===== src/rtl/core/bcat_pkg.sv =====
// ----------------------------------------------------------------------------
// bcat_pkg
// Shared types and constants of the blockade confirmation and age table.
// ----------------------------------------------------------------------------
package bcat_pkg;

	localparam int ENTRIES = 16;
	localparam int IDX_W   = (ENTRIES > 1) ? $clog2(ENTRIES) : 1;
	localparam int EDGE_W  = 16;
	localparam int CNT_W   = 8;
	localparam int TIME_W  = 32;
	localparam int ADDR_W  = 3;
	localparam int DATA_W  = 32;

	localparam logic [1:0] OP_OBSERVE = 2'd0;
	localparam logic [1:0] OP_FORCE   = 2'd1;
	localparam logic [1:0] OP_DELETE  = 2'd2;
	localparam logic [1:0] OP_SWEEP   = 2'd3;

	localparam logic [2:0] ACT_NONE     = 3'd0;
	localparam logic [2:0] ACT_BLOCK    = 3'd1;
	localparam logic [2:0] ACT_REMOVED  = 3'd2;
	localparam logic [2:0] ACT_FILTERED = 3'd3;
	localparam logic [2:0] ACT_FULL     = 3'd4;

	localparam logic REG_PUBLISH_MIN    = 1'b0;
	localparam logic REG_MAX_UNOBSERVED = 1'b1;

	localparam logic [CNT_W-1:0] CNT_MAX = '1;

	typedef enum logic [2:0] {
		S_IDLE,
		S_DECIDE,
		S_SCAN,
		S_DRAIN,
		S_COMMIT
	} state_t;

	typedef struct packed {
		logic [EDGE_W-1:0] edge_id;
		logic [CNT_W-1:0]  count;
		logic [TIME_W-1:0] seen;
		logic              published;
	} entry_t;

	typedef struct packed {
		logic load;
		logic emit_filt;
		logic scan_start;
		logic scan_step;
		logic commit;
	} ctl_cmd_t;

	typedef struct packed {
		logic filt;
		logic idx_last;
	} ctl_sts_t;

endpackage


===== src/rtl/core/bcat_ctrl.sv =====
// ----------------------------------------------------------------------------
// bcat_ctrl
// Sequencer: decode a word; unless filtered, walk the table once, then commit.
// ----------------------------------------------------------------------------
module bcat_ctrl (
	input  logic                clk,
	input  logic                arst_n,
	input  logic                start,
	output logic                busy,
	output bcat_pkg::ctl_cmd_t  cmd,
	input  bcat_pkg::ctl_sts_t  sts
);
	import bcat_pkg::*;

	state_t state_q, state_d;

	always_ff @(posedge clk or negedge arst_n) begin
		if (!arst_n) begin
			state_q <= S_IDLE;
		end else begin
			state_q <= state_d;
		end
	end

	always_comb begin
		state_d = state_q;
		unique case (state_q)
			S_IDLE: begin
				if (start) state_d = S_DECIDE;
			end
			S_DECIDE: begin
				state_d = sts.filt ? S_IDLE : S_SCAN;
			end
			S_SCAN: begin
				if (sts.idx_last) state_d = S_DRAIN;
			end
			S_DRAIN: begin
				state_d = S_COMMIT;
			end
			S_COMMIT: begin
				state_d = S_IDLE;
			end
			default: state_d = S_IDLE;
		endcase
	end

	always_comb begin
		cmd  = '0;
		busy = 1'b1;
		unique case (state_q)
			S_IDLE: begin
				busy     = 1'b0;
				cmd.load = start;
			end
			S_DECIDE: begin
				cmd.emit_filt  = sts.filt;
				cmd.scan_start = !sts.filt;
			end
			S_SCAN: begin
				cmd.scan_step = 1'b1;
			end
			S_DRAIN: begin
			end
			S_COMMIT: begin
				cmd.commit = 1'b1;
			end
			default: begin
			end
		endcase
	end

endmodule


===== src/rtl/core/bcat_dp.sv =====
// ----------------------------------------------------------------------------
// bcat_dp
// Datapath: item registers, entry memory, valid bits, scan pipeline,
// held result for sweeps and the result registers.
// ----------------------------------------------------------------------------
module bcat_dp (
	input  logic                           clk,
	input  logic                           arst_n,
	input  bcat_pkg::ctl_cmd_t             cmd,
	output bcat_pkg::ctl_sts_t             sts,
	input  logic [1:0]                     opcode,
	input  logic [bcat_pkg::EDGE_W-1:0]    edge_id,
	input  logic                           already_blocked,
	input  logic                           zone_edge,
	input  logic                           intersection_edge,
	input  logic [bcat_pkg::TIME_W-1:0]    now,
	input  logic [bcat_pkg::CNT_W-1:0]     publish_min,
	input  logic [bcat_pkg::TIME_W-1:0]    max_unobserved,
	output logic                           out_valid,
	output logic [bcat_pkg::EDGE_W-1:0]    out_edge,
	output logic [2:0]                     action,
	output logic [bcat_pkg::CNT_W-1:0]     obs_count,
	output logic                           last
);
	import bcat_pkg::*;

	logic [1:0]        op_q;
	logic [EDGE_W-1:0] edge_q;
	logic              blk_q, zone_q, inter_q;
	logic [TIME_W-1:0] now_q;

	entry_t            mem_q [ENTRIES];
	entry_t            rd_s1;
	logic              pend_s1;
	logic [IDX_W-1:0]  idx_s1;
	logic [IDX_W-1:0]  idx_q;
	logic [ENTRIES-1:0] valid_q;

	logic              hit_q;
	logic [IDX_W-1:0]  hit_idx_q;
	logic [CNT_W-1:0]  hit_cnt_q;
	logic              hit_pub_q;

	logic              held_v_q;
	logic [EDGE_W-1:0] held_edge_q;
	logic [2:0]        held_act_q;
	logic [CNT_W-1:0]  held_cnt_q;

	logic              out_valid_q;
	logic [EDGE_W-1:0] out_edge_q;
	logic [2:0]        out_act_q;
	logic [CNT_W-1:0]  out_cnt_q;
	logic              out_last_q;

	logic              scan_live;
	logic              match;
	logic [TIME_W-1:0] age;
	logic              stale;
	logic              sw_new;
	logic [2:0]        sw_act;
	logic [CNT_W-1:0]  sw_cnt;

	logic              free_any;
	logic [IDX_W-1:0]  free_idx;
	logic              slot_ok;
	logic [IDX_W-1:0]  slot_idx;
	logic [CNT_W-1:0]  old_cnt;
	logic              old_pub;
	logic [CNT_W-1:0]  new_cnt;
	logic              new_pub;
	logic [2:0]        upd_act;
	logic              wr_en;
	entry_t            wr_data;

	logic              emit;
	logic [EDGE_W-1:0] em_edge;
	logic [2:0]        em_act;
	logic [CNT_W-1:0]  em_cnt;
	logic              em_last;

	assign sts.filt = ((op_q == OP_OBSERVE) || (op_q == OP_FORCE)) &&
		(blk_q || zone_q || ((op_q == OP_OBSERVE) && inter_q));
	assign sts.idx_last = (idx_q == IDX_W'(ENTRIES - 1));

	always_ff @(posedge clk) begin
		if (cmd.load) begin
			op_q    <= opcode;
			edge_q  <= edge_id;
			blk_q   <= already_blocked;
			zone_q  <= zone_edge;
			inter_q <= intersection_edge;
			now_q   <= now;
		end
	end

	always_ff @(posedge clk) begin
		if (cmd.scan_step) begin
			rd_s1 <= mem_q[idx_q];
		end
		if (wr_en) begin
			mem_q[slot_idx] <= wr_data;
		end
	end

	always_ff @(posedge clk or negedge arst_n) begin
		if (!arst_n) begin
			pend_s1 <= 1'b0;
			idx_q   <= '0;
		end else begin
			pend_s1 <= cmd.scan_step;
			if (cmd.scan_start) begin
				idx_q <= '0;
			end else if (cmd.scan_step) begin
				idx_q <= idx_q + 1'b1;
			end
		end
	end

	always_ff @(posedge clk) begin
		idx_s1 <= idx_q;
	end

	assign scan_live = pend_s1 && valid_q[idx_s1];
	assign match     = scan_live && (rd_s1.edge_id == edge_q);
	assign age       = now_q - rd_s1.seen;
	assign stale     = age > max_unobserved;
	assign sw_new    = scan_live && (op_q == OP_SWEEP) && (stale || rd_s1.published);
	assign sw_act    = stale ? ACT_REMOVED : ACT_BLOCK;
	assign sw_cnt    = stale ? '0 : rd_s1.count;

	always_comb begin
		free_any = 1'b0;
		free_idx = '0;
		for (int i = ENTRIES - 1; i >= 0; i--) begin
			if (!valid_q[i]) begin
				free_any = 1'b1;
				free_idx = IDX_W'(i);
			end
		end
	end

	always_comb begin
		slot_ok  = hit_q || free_any;
		slot_idx = hit_q ? hit_idx_q : free_idx;
		old_cnt  = hit_q ? hit_cnt_q : '0;
		old_pub  = hit_q && hit_pub_q;
		if (op_q == OP_FORCE) begin
			new_cnt = (publish_min == CNT_MAX) ? CNT_MAX : publish_min + 1'b1;
			new_pub = 1'b1;
			upd_act = ACT_BLOCK;
		end else begin
			new_cnt = (old_cnt == CNT_MAX) ? CNT_MAX : old_cnt + 1'b1;
			new_pub = old_pub || (new_cnt > publish_min);
			upd_act = (new_cnt > publish_min) ? ACT_BLOCK : ACT_NONE;
		end
		wr_en   = cmd.commit && slot_ok &&
			((op_q == OP_OBSERVE) || (op_q == OP_FORCE));
		wr_data = '{edge_id: edge_q, count: new_cnt, seen: now_q, published: new_pub};
	end

	always_ff @(posedge clk or negedge arst_n) begin
		if (!arst_n) begin
			valid_q  <= '0;
			hit_q    <= 1'b0;
			held_v_q <= 1'b0;
		end else begin
			if (cmd.scan_start) begin
				hit_q    <= 1'b0;
				held_v_q <= 1'b0;
			end else begin
				if (match && !hit_q && (op_q != OP_SWEEP)) hit_q <= 1'b1;
				if (sw_new) held_v_q <= 1'b1;
			end
			if (scan_live && (op_q == OP_SWEEP) && stale) begin
				valid_q[idx_s1] <= 1'b0;
			end
			if (wr_en) begin
				valid_q[slot_idx] <= 1'b1;
			end
			if (cmd.commit && (op_q == OP_DELETE) && hit_q) begin
				valid_q[hit_idx_q] <= 1'b0;
			end
		end
	end

	always_ff @(posedge clk) begin
		if (match && !hit_q) begin
			hit_idx_q <= idx_s1;
			hit_cnt_q <= rd_s1.count;
			hit_pub_q <= rd_s1.published;
		end
		if (sw_new) begin
			held_edge_q <= rd_s1.edge_id;
			held_act_q  <= sw_act;
			held_cnt_q  <= sw_cnt;
		end
	end

	always_comb begin
		emit    = 1'b0;
		em_edge = edge_q;
		em_act  = ACT_NONE;
		em_cnt  = '0;
		em_last = 1'b1;
		if (cmd.emit_filt) begin
			emit   = 1'b1;
			em_act = ACT_FILTERED;
		end else if (sw_new && held_v_q) begin
			emit    = 1'b1;
			em_edge = held_edge_q;
			em_act  = held_act_q;
			em_cnt  = held_cnt_q;
			em_last = 1'b0;
		end else if (cmd.commit) begin
			emit = 1'b1;
			case (op_q)
				OP_SWEEP: begin
					em_edge = held_v_q ? held_edge_q : '0;
					em_act  = held_v_q ? held_act_q : ACT_NONE;
					em_cnt  = held_v_q ? held_cnt_q : '0;
				end
				OP_DELETE: begin
					em_act = hit_q ? ACT_REMOVED : ACT_NONE;
				end
				default: begin
					em_act = slot_ok ? upd_act : ACT_FULL;
					em_cnt = slot_ok ? new_cnt : '0;
				end
			endcase
		end
	end

	always_ff @(posedge clk or negedge arst_n) begin
		if (!arst_n) begin
			out_valid_q <= 1'b0;
		end else begin
			out_valid_q <= emit;
		end
	end

	always_ff @(posedge clk) begin
		if (emit) begin
			out_edge_q <= em_edge;
			out_act_q  <= em_act;
			out_cnt_q  <= em_cnt;
			out_last_q <= em_last;
		end
	end

	assign out_valid = out_valid_q;
	assign out_edge  = out_edge_q;
	assign action    = out_act_q;
	assign obs_count = out_cnt_q;
	assign last      = out_last_q;

endmodule


===== src/rtl/core/blockade_confirm_age_table.sv =====
// ----------------------------------------------------------------------------
// blockade_confirm_age_table
// Table of tracked road edges with observation counts, publishing and aging.
//
// A request word is taken when start is high and busy is low. Each request
// yields one result word (a sweep yields one per reported entry, or one
// word if it reports none) on out_edge, action, obs_count and last, each
// shown for a single cycle while out_valid is high; last marks the final
// word of the request. The receiver cannot stall: every result word must
// be taken when shown. Every request that is not filtered walks the entry
// memory through its single read port, one entry per cycle, and busy stays
// high through the commit; a filtered request skips the walk. The final
// result word appears in the cycle in which busy falls; sweep words before
// it appear while busy is still high.
// Registers publish_min (address 0) and max_unobserved (address 4) sit on
// the APB port; the user is to write them only while the block is idle,
// which the block itself does not enforce. Reset empties the table at once
// and restores publish_min to 30 and max_unobserved to 60000.
// ----------------------------------------------------------------------------
module blockade_confirm_age_table (
	input  logic                            clk,
	input  logic                            arst_n,
	input  logic                            start,
	output logic                            busy,
	input  logic [1:0]                      opcode,
	input  logic [bcat_pkg::EDGE_W-1:0]     edge_id,
	input  logic                            already_blocked,
	input  logic                            zone_edge,
	input  logic                            intersection_edge,
	input  logic [bcat_pkg::TIME_W-1:0]     now,
	output logic                            out_valid,
	output logic [bcat_pkg::EDGE_W-1:0]     out_edge,
	output logic [2:0]                      action,
	output logic [bcat_pkg::CNT_W-1:0]      obs_count,
	output logic                            last,
	input  logic                            psel,
	input  logic                            penable,
	input  logic                            pwrite,
	input  logic [bcat_pkg::ADDR_W-1:0]     paddr,
	input  logic [bcat_pkg::DATA_W-1:0]     pwdata,
	output logic [bcat_pkg::DATA_W-1:0]     prdata,
	output logic                            pready
);
	import bcat_pkg::*;

	ctl_cmd_t          cmd;
	ctl_sts_t          sts;
	logic [CNT_W-1:0]  publish_min_q;
	logic [TIME_W-1:0] max_unobserved_q;
	logic              cfg_wr;

	assign pready = 1'b1;
	assign cfg_wr = psel && penable && pwrite && pready;

	always_ff @(posedge clk or negedge arst_n) begin
		if (!arst_n) begin
			publish_min_q    <= CNT_W'(30);
			max_unobserved_q <= TIME_W'(60000);
		end else if (cfg_wr) begin
			unique case (paddr[2])
				REG_PUBLISH_MIN:    publish_min_q    <= pwdata[CNT_W-1:0];
				REG_MAX_UNOBSERVED: max_unobserved_q <= pwdata[TIME_W-1:0];
				default: begin
				end
			endcase
		end
	end

	always_comb begin
		unique case (paddr[2])
			REG_PUBLISH_MIN:    prdata = DATA_W'(publish_min_q);
			REG_MAX_UNOBSERVED: prdata = DATA_W'(max_unobserved_q);
			default:            prdata = '0;
		endcase
	end

	bcat_ctrl u_ctrl (
		.clk    (clk),
		.arst_n (arst_n),
		.start  (start),
		.busy   (busy),
		.cmd    (cmd),
		.sts    (sts)
	);

	bcat_dp u_dp (
		.clk               (clk),
		.arst_n            (arst_n),
		.cmd               (cmd),
		.sts               (sts),
		.opcode            (opcode),
		.edge_id           (edge_id),
		.already_blocked   (already_blocked),
		.zone_edge         (zone_edge),
		.intersection_edge (intersection_edge),
		.now               (now),
		.publish_min       (publish_min_q),
		.max_unobserved    (max_unobserved_q),
		.out_valid         (out_valid),
		.out_edge          (out_edge),
		.action            (action),
		.obs_count         (obs_count),
		.last              (last)
	);

	a_accept_busy: assert property (@(posedge clk) disable iff (!arst_n)
		start && !busy |=> busy)
		else $error("accepted word did not raise busy");

	a_last_idle: assert property (@(posedge clk) disable iff (!arst_n)
		out_valid && last |-> !busy)
		else $error("final result word shown while still busy");

	a_scan_busy: assert property (@(posedge clk) disable iff (!arst_n)
		!busy |-> !cmd.scan_step && !cmd.commit)
		else $error("table activity while idle");

	a_commit_emits: assert property (@(posedge clk) disable iff (!arst_n)
		cmd.commit |=> out_valid && last)
		else $error("commit without final result word");

endmodule


===== config.mk =====
export PLATFORM = sky130hd
export DESIGN_NAME = blockade_confirm_age_table
export DESIGN_NICKNAME = d
export VERILOG_FILES = /design/src/rtl/core/bcat_pkg.sv /design/src/rtl/core/bcat_ctrl.sv /design/src/rtl/core/bcat_dp.sv /design/src/rtl/core/blockade_confirm_age_table.sv
export SDC_FILE = /design/constraint.sdc
export NUM_CORES = 1
export LEC_CHECK = 0
export ABC_AREA = 1
export BUFFER_PORTS_ARGS = -buffer_cell sky130_fd_sc_hd__buf_2
export CAP_MARGIN = 20
export CORE_ASPECT_RATIO = 1.1
export CORE_MARGIN = 4
export CORE_UTILIZATION = 35
export CTS_CLUSTER_DIAMETER = 100
export DETAILED_ROUTE_END_ITERATION = 8
export SLEW_MARGIN = 20
export SYNTH_ARGS = -nofsm -noshare
export SYNTH_HDL_FRONTEND = slang
export SYNTH_SLANG_ARGS = --single-unit

===== constraint.sdc =====
create_clock -name clk -period 6.4 [get_ports clk]
set_input_delay 1.28 -clock clk [delete_from_list [all_inputs] [get_ports clk]]
set_output_delay 1.28 -clock clk [all_outputs]
set_load 0.02 [all_outputs]

==> flow_metrics.tcl, run 1 <==
set metrics [dict create \
    status "finished clean" \
    syn_avg_cell_area_um2 12.98 \
    fmax_mhz 191.7 \
    cts.repair.resized 0 \
    final_nets 4065 \
    p_switching_uw 7667 \
    root_buffer "clkbuf_16" \
    synth_async_sr_flop_share_pct 5.776 \
    antenna_found_initial 5 \
    ys_ff_latch 1160 \
    cp.required_ns 6.83 \
    final_hold_viol_count 0 \
    clk_pin_slew_ns 0.07 \
    synth_xor_area_share_pct 0.9126 \
    hp-start "u_dp.rd_s1[47]$_DFFE_PP_" \
    cts_max_level 3 \
    track_usage_pct 16.57 \
    cts_setup_buffers 0 \
    hold_class "reg -> reg" \
    clkPwrFrac_pct 28.8 \
    cp-endpoint "u_dp.out_edge[9]$_DFFE_PP_" \
    worst_slew_pin_slew_ns 1.107 \
    final-setup-viol-count 0 \
    rr_worst_depth 22 \
    cts_tree "yes" \
    wl_um 123700 \
    p_per_area_mw_per_mm2 408.6 \
    ys_seq_area_share_pct 70.43 \
    crit_arrival_ns 5.65 \
    drc 0 \
    p_int_uw 14940 \
    dp.final_hpwl_um 67530 \
    drive_above_1_share_pct 10.18 \
    min_period_over_period_pct 81.49 \
    ff2ff_setup_slack_ns 1.18 \
    drt-wirelength-per-cell_um 21.29 \
    synthMuxAreaShare_pct 4.663 \
    ant_nets 0 \
    start_kind "register" \
    p_seq_share_pct 43.4 \
    drt_first_pass_iters 6 \
    seq_area_mm2 0.03449 \
    synth_nets 3939 \
    grt.overflow.total 0 \
    dominantRegCellSynth "edfxtp_1" \
    grt_max_degree 182 \
    cp_slowest_cell "edfxtp_1" \
    slew_viol_final 0 \
    yosys_warnings 0 \
    synthDistinctLibCells 50 \
    dp_slack_ns 1.271 \
    crit_path_max_fanout 29 \
    grt_pass1_wl_um 182300 \
    fin_ws_ns 1.184 \
    num_io_pins 157 \
    crit_chain "ha_1, a21oi_1, nand2_1, a21oi_1, o21bai_1, a21oi_1, o21ai_0, xor2_1, ha_1, a21oi_1, nor2_1, a211oi_1, nand2_1, o21ai_0, nand2_1, nand2_1, nand2_1, nand2_2, inv_1, nand2_1, nand3_1, buf_4" \
    syn_area_mm2 0.04894 \
    reg2reg_to "u_dp.out_edge[9]$_DFFE_PP_" \
    port_buffers 153 \
    fillerInstances 12867 \
    ir_worst_vdd_uv 276.2 \
    synth_compound_area_share_pct 11.84 \
    yosys.area_share.simple_pct 5.036 \
    die_height_um 400.2 \
    vias 29829 \
    switching_share_pct 33.91 \
    critPathLaunch "u_dp.now_q[2]$_DFFE_PP_" \
    use_met3_pct 2.518 \
    clock_skew_ns 0.04766 \
    cts.sinks 1160 \
    first_iter_violations 2809 \
    coreArea_mm2 0.1385 \
    rows 143 \
    leakagePower_uw 0.02004 \
    clockBufferDepth 3 \
    syn_inst 3770 \
    regToRegStartpoint "u_dp.now_q[2]$_DFFE_PP_" \
    fin_tns_setup_ns 0 \
    busiest_layer "met2" \
    grt_use_met2_pct 27.86 \
    worst_slew_margin_rel_pct 26.20 \
    slowest_delay_ns 0.60 \
    synth-edff-count 1089 \
    routabilityCongestion 0.8746 \
    grt_pass1_vias 28856 \
    die_area_mm2 0.1459 \
    grt_use_met1_pct 21.86 \
    area_growth_pct 13.06 \
    synth_top_family_by_area "compound AO/OA/AOI/OAI gates" \
    clk_latency_ns 0.72 \
    maxCapViolCount 0 \
    synthAdderAreaFrac_pct 1.933 \
    rsz0062_at_grt "no" \
    multi_input_area_mm2 0.01196 \
    holdBufCountCts 0 \
    vias_per_cell 5.132 \
    min_period_ns 5.216 \
    cp-end-kind "register" \
    floorplan.initialDensity_pct 35.34 \
    worstSetupPathType "reg -> reg" \
    timing.critical_path.mode_cell "nand2_1" \
    dieWidth_um 364.5 \
    cts_buffers 118 \
    power_frac_comb_pct 27.8 \
]
## worst max-delay path: cells and delay by family, from the launching register on
family                   cells  cell delay, ns
buffers and inverters        2            0.31
AO/OA/AOI/OAI                8            1.77
XOR/XNOR                     1            0.38
adder cells (fa/ha/maj)      2            0.77
flip-flops                   1            0.60
AND/OR/NAND/NOR              9            1.08
## logic make-up after synthesis
| family | Yosys count |
|---|---|
| flops | 1160 |
| compound gates | 1017 |
| buf+inv | 654 |
| simple gates | 584 |
| mux | 228 |
| fa+ha+maj | 75 |
| xor+xnor | 51 |
| other cells | 1 |
## cell usage in the layout, fill, tap and decap left out, drive strengths merged, types with 18 or more instances in the layout
cell type  Yosys  final
ha            74     74
clkinv         1     69
nand4         22     22
nand3         99     99
a21oi        337    337
o21ai        397    397
xor2          30     30
nor2         111    111
nor3          27     27
dfrtp         56     56
a22oi         18     18
mux2i        228    228
o211ai       235    235
inv          461    462
buf           55    198
clkbuf       137    146
xnor2         21     21
edfxtp      1089   1089
nand2        315    315
## synthesized netlist by cell type, types with 4 or more instances
master       n  share of area [%]
a21o_1       4              0.061
a21oi_1    337                3.4
a22oi_1     18               0.28
a31oi_1      5              0.064
buf_1       12              0.092
buf_2       37               0.38
clkbuf_1   137                1.1
dfrtp_1     56                2.9
dfstp_2     11               0.59
dfxtp_1      4               0.16
edfxtp_1  1089                 67
ha_1        74                1.9
inv_1      458                3.5
mux2i_1    228                4.7
nand2_1    314                2.4
nand3_1     99                1.0
nand4_1     22               0.28
nor2_1     109               0.84
nor3_1      24               0.25
nor4_1       6              0.077
o211ai_1   235                3.6
o21ai_0    371                3.8
o21ai_1     26               0.27
o22ai_1      6              0.077
xnor2_1     21               0.38
xor2_1      30               0.54
## through the flow
step	hold WS, ns	total power (µW)	utilization (%)	cells	instance area (µm²)
floorplan	0.3454	14240	-	3770	48940
global placement	0.4370	16180	37.31	5588	51670
detailed placement	0.4321	16260	37.32	5588	51680
CTS	0.4481	22770	39.95	5811	55330
global route	0.4493	23870	39.96	5812	55330
finish	0.4455	22610	39.96	5812	55330
## sequential cells by signal (all words and copies together), names as in the netlist, 16 cells and up
signal            flops
u_dp.rd_s1           57
u_dp.edge_q          16
max_unobserved_q     32
u_dp.now_q           32
u_dp.out_edge        16
u_dp.held_edge_q     16
u_dp.mem_q          912
u_dp.valid_q         16
## worst min-delay path by stage
stage / to / cells past startpoint
floorplan: u_dp.idx_s1[2]$_DFF_P_ / 0
global placement: u_dp.hit_pub_q$_DFFE_PP_ / 0
detailed placement: u_dp.held_edge_q[6]$_DFFE_PP_ / 0
CTS: u_dp.held_edge_q[6]$_DFFE_PP_ / 0
global route: u_dp.held_edge_q[6]$_DFFE_PP_ / 0
finish: u_dp.held_edge_q[6]$_DFFE_PP_ / 0
## layout make-up
class | count | share of cell area (%)
Antenna cell | 1 | 0.004522
Clock buffer | 146 | 5.526
Clock inverter | 77 | 1.072
Inverter | 462 | 3.222
Multi-Input combinational cell | 1956 | 21.62
Sequential cell | 1160 | 62.32
Tap cell | 1812 | 4.097
Timing Repair Buffer | 198 | 2.135
## metal layers
layer / vias to the layer above / wire length [µm]
met4: 2 / 4238
met5: - / 13
met2: 909 / 59900
met3: 232 / 7040
li1: 13987 / -
met1: 14699 / 52540
## power by group through the flow
| stage | registers [µW] | clock network (µW) | logic, µW |
|---|---|---|---|
| after CTS | 9820 | 6630 | 6310 |
| after global routing | 9880 | 6960 | 7030 |
| after global placement | 9960 | 0 | 6220 |
| final | 9820 | 6510 | 6280 |
| after floorplan | 9710 | 0 | 4530 |
| after detailed placement | 9970 | 0 | 6290 |
Power figures use the tool's default switching activity.
==> run 2: changes to the inputs <==
clock period = 5.3 ns   (was 6.4 ns; I/O delays follow)
==> flow_metrics.tcl, run 2 (synthesis results as in run 1) <==
set metrics [dict create \
    coreArea_mm2 0.1385 \
    clockBufferDepth 3 \
    ir_worst_vdd_uv 430.3 \
    largest_register_ffs 912 \
    start_kind "register" \
    ff2ff_setup_slack_ns 0.38 \
    dp_slack_ns 0.4491 \
    power.total_uw 27350 \
    hold_class "reg -> reg" \
    cts_setup_buffers 0 \
    die_area_mm2 0.1459 \
    port_buffers 153 \
    fin_tns_setup_ns 0 \
    final_hold_viol_count 0 \
    drt_first_pass_iters 5 \
    root_buffer "clkbuf_16" \
    drive_above_1_share_pct 10.76 \
    num_io_pins 157 \
    final_nets 4089 \
    fmax_mhz 203.5 \
    reg_top3 "u_dp.mem_q: 912 flops, u_dp.rd_s1: 57 flops" \
    dp.final_hpwl_um 70520 \
    routabilityCongestion 0.8678 \
    status "finished clean" \
    p_switching_uw 9181 \
    rows 143 \
    cts_buffers 121 \
    mostFrequentLayoutCell "edfxtp_1" \
    vias_per_cell 5.111 \
    leakagePower_uw 0.02019 \
    first_iter_violations 2594 \
    worstSetupPathType "reg -> reg" \
    cts.repair.resized 0 \
    min_period_over_period_pct 92.74 \
    cp-end-kind "register" \
    p_seq_share_pct 43.1 \
    cts_max_level 3 \
    grt_pass1_vias 28754 \
    power_frac_comb_pct 28.0 \
    slew_viol_final 0 \
    crit_path_max_fanout 29 \
    clk_latency_ns 0.70 \
    floorplan.initialDensity_pct 35.34 \
    critPathLaunch "u_dp.now_q[15]$_DFFE_PP_" \
    worst_slew_margin_rel_pct 25.31 \
    drt-wirelength-per-cell_um 21.61 \
    p_per_area_mw_per_mm2 491.0 \
    maxCapViolCount 0 \
    crit_arrival_ns 5.31 \
    grt_pass1_wl_um 185400 \
    cts_tree "yes" \
    ant_nets 0 \
    worst_slew_pin_slew_ns 1.109 \
    vias 29835 \
    hp-start "u_dp.rd_s1[38]$_DFFE_PP_" \
    p_int_uw 18170 \
    clkPwrFrac_pct 28.9 \
    wl_um 126200 \
    regToRegStartpoint "u_dp.now_q[15]$_DFFE_PP_" \
    holdBufCountCts 0 \
    final-setup-viol-count 0 \
    cts.sinks 1160 \
    clk_pin_slew_ns 0.06 \
    antenna_found_initial 5 \
    min_period_ns 4.915 \
    regMostFlops "u_dp.mem_q" \
    clock_skew_ns 0.02079 \
    grt.overflow.total 0 \
    dieWidth_um 364.5 \
    grt_max_degree 173 \
    drc 0 \
    area_growth_pct 13.82 \
    fin_ws_ns 0.3848 \
    mostFrequentLayoutCells "edfxtp_1 (1,089), inv_1 (439), o21ai_0 (371)" \
    die_height_um 400.2 \
    switching_share_pct 33.56 \
    track_usage_pct 16.83 \
    rsz0062_at_grt "no" \
    cp.required_ns 5.70 \
]
-- run 2: cell count changes in the layout (fill, tap and decap cells not counted), sizes merged --
cell	before	now
buf	198	219
bufinv	5	3
clkbuf	146	162
clkinv	69	57
inv	462	464
-- run 2: worst max-delay path, stage by stage, from the launching register on --
cell and delay, ns:
edfxtp_1 0.63, ha_1 0.47, nand2_1 0.14, nor4_1 0.39, nand2_1 0.09, o211ai_1 0.29
nand2_1 0.09, o211ai_1 0.14, a21oi_1 0.12, xor2_1 0.16, ha_1 0.30, nand4_1 0.12
nor4_1 0.20, inv_1 0.09, nor2_1 0.13, o21ai_0 0.11, nand2_1 0.06, nand2_1 0.22
nand2_1 0.17, nand2_2 0.08, inv_1 0.10, nand2_1 0.12, nand3_1 0.14, buf_12 0.20
-- run 2: worst paths after layout --
check,to,depth (start not counted)
worst max-delay path,u_dp.out_edge[7]$_DFFE_PP_,23
worst min-delay path,u_dp.hit_cnt_q[5]$_DFFE_PP_,0
worst max register to register,u_dp.out_edge[7]$_DFFE_PP_,23
worst min register to register,u_dp.hit_cnt_q[5]$_DFFE_PP_,0
max in group asynchronous,u_dp.idx_q[3]$_DFFE_PN0P_,1
min in group asynchronous,u_dp.valid_q[4]$_DFF_PN0_,1
-- run 2: through the flow --
| step | util, % | area, µm² | std cells | hold WS [ns] |
|---|---|---|---|---|
| finish | 40.23 | 55710 | 5837 | 0.4586 |
| global route | 40.23 | 55710 | 5837 | 0.4672 |
| CTS | 40.22 | 55700 | 5836 | 0.4557 |
| detailed placement | 37.57 | 52030 | 5609 | 0.4416 |
| global placement | 37.57 | 52030 | 5609 | 0.4380 |
| floorplan | - | 48940 | 3770 | 0.3454 |
-- run 2: power groups by stage --
| stage | registers [µW] | logic (µW) | clock network, µW |
|---|---|---|---|
| 4_1_cts | 11800 | 7730 | 8050 |
| 3_5_place_dp | 12000 | 7700 | 0 |
| 2_1_floorplan | 11700 | 5470 | 0 |
| 5_1_grt | 11900 | 8530 | 8420 |
| 3_3_place_gp | 12000 | 7620 | 0 |
| 6_report | 11800 | 7670 | 7900 |
-- run 2: per-layer routing --
| metal | track usage, % | vias to the layer above | part of all wire [%] |
|---|---|---|---|
| met5 | 0 | - | 0 |
| li1 | - | 14034 | - |
| met2 | 28.86 | 878 | 49 |
| met4 | 4.583 | 0 | 2.6 |
| met3 | 2.251 | 194 | 5.5 |
| met1 | 22.44 | 14729 | 43 |
-- run 2: layout make-up --
| cell class | instances | area [µm²] |
|---|---|---|
| clock buffers | 162 | 3232 |
| diodes | 1 | 2.502 |
| flip-flops and latches | 1160 | 34490 |
| repair buffers | 219 | 1539 |
| inverters | 462 | 1783 |
| well taps | 1812 | 2267 |
| multi-input cells | 1956 | 11960 |
| clock inverters | 65 | 439.2 |
| fillers | 12858 | 82780 |
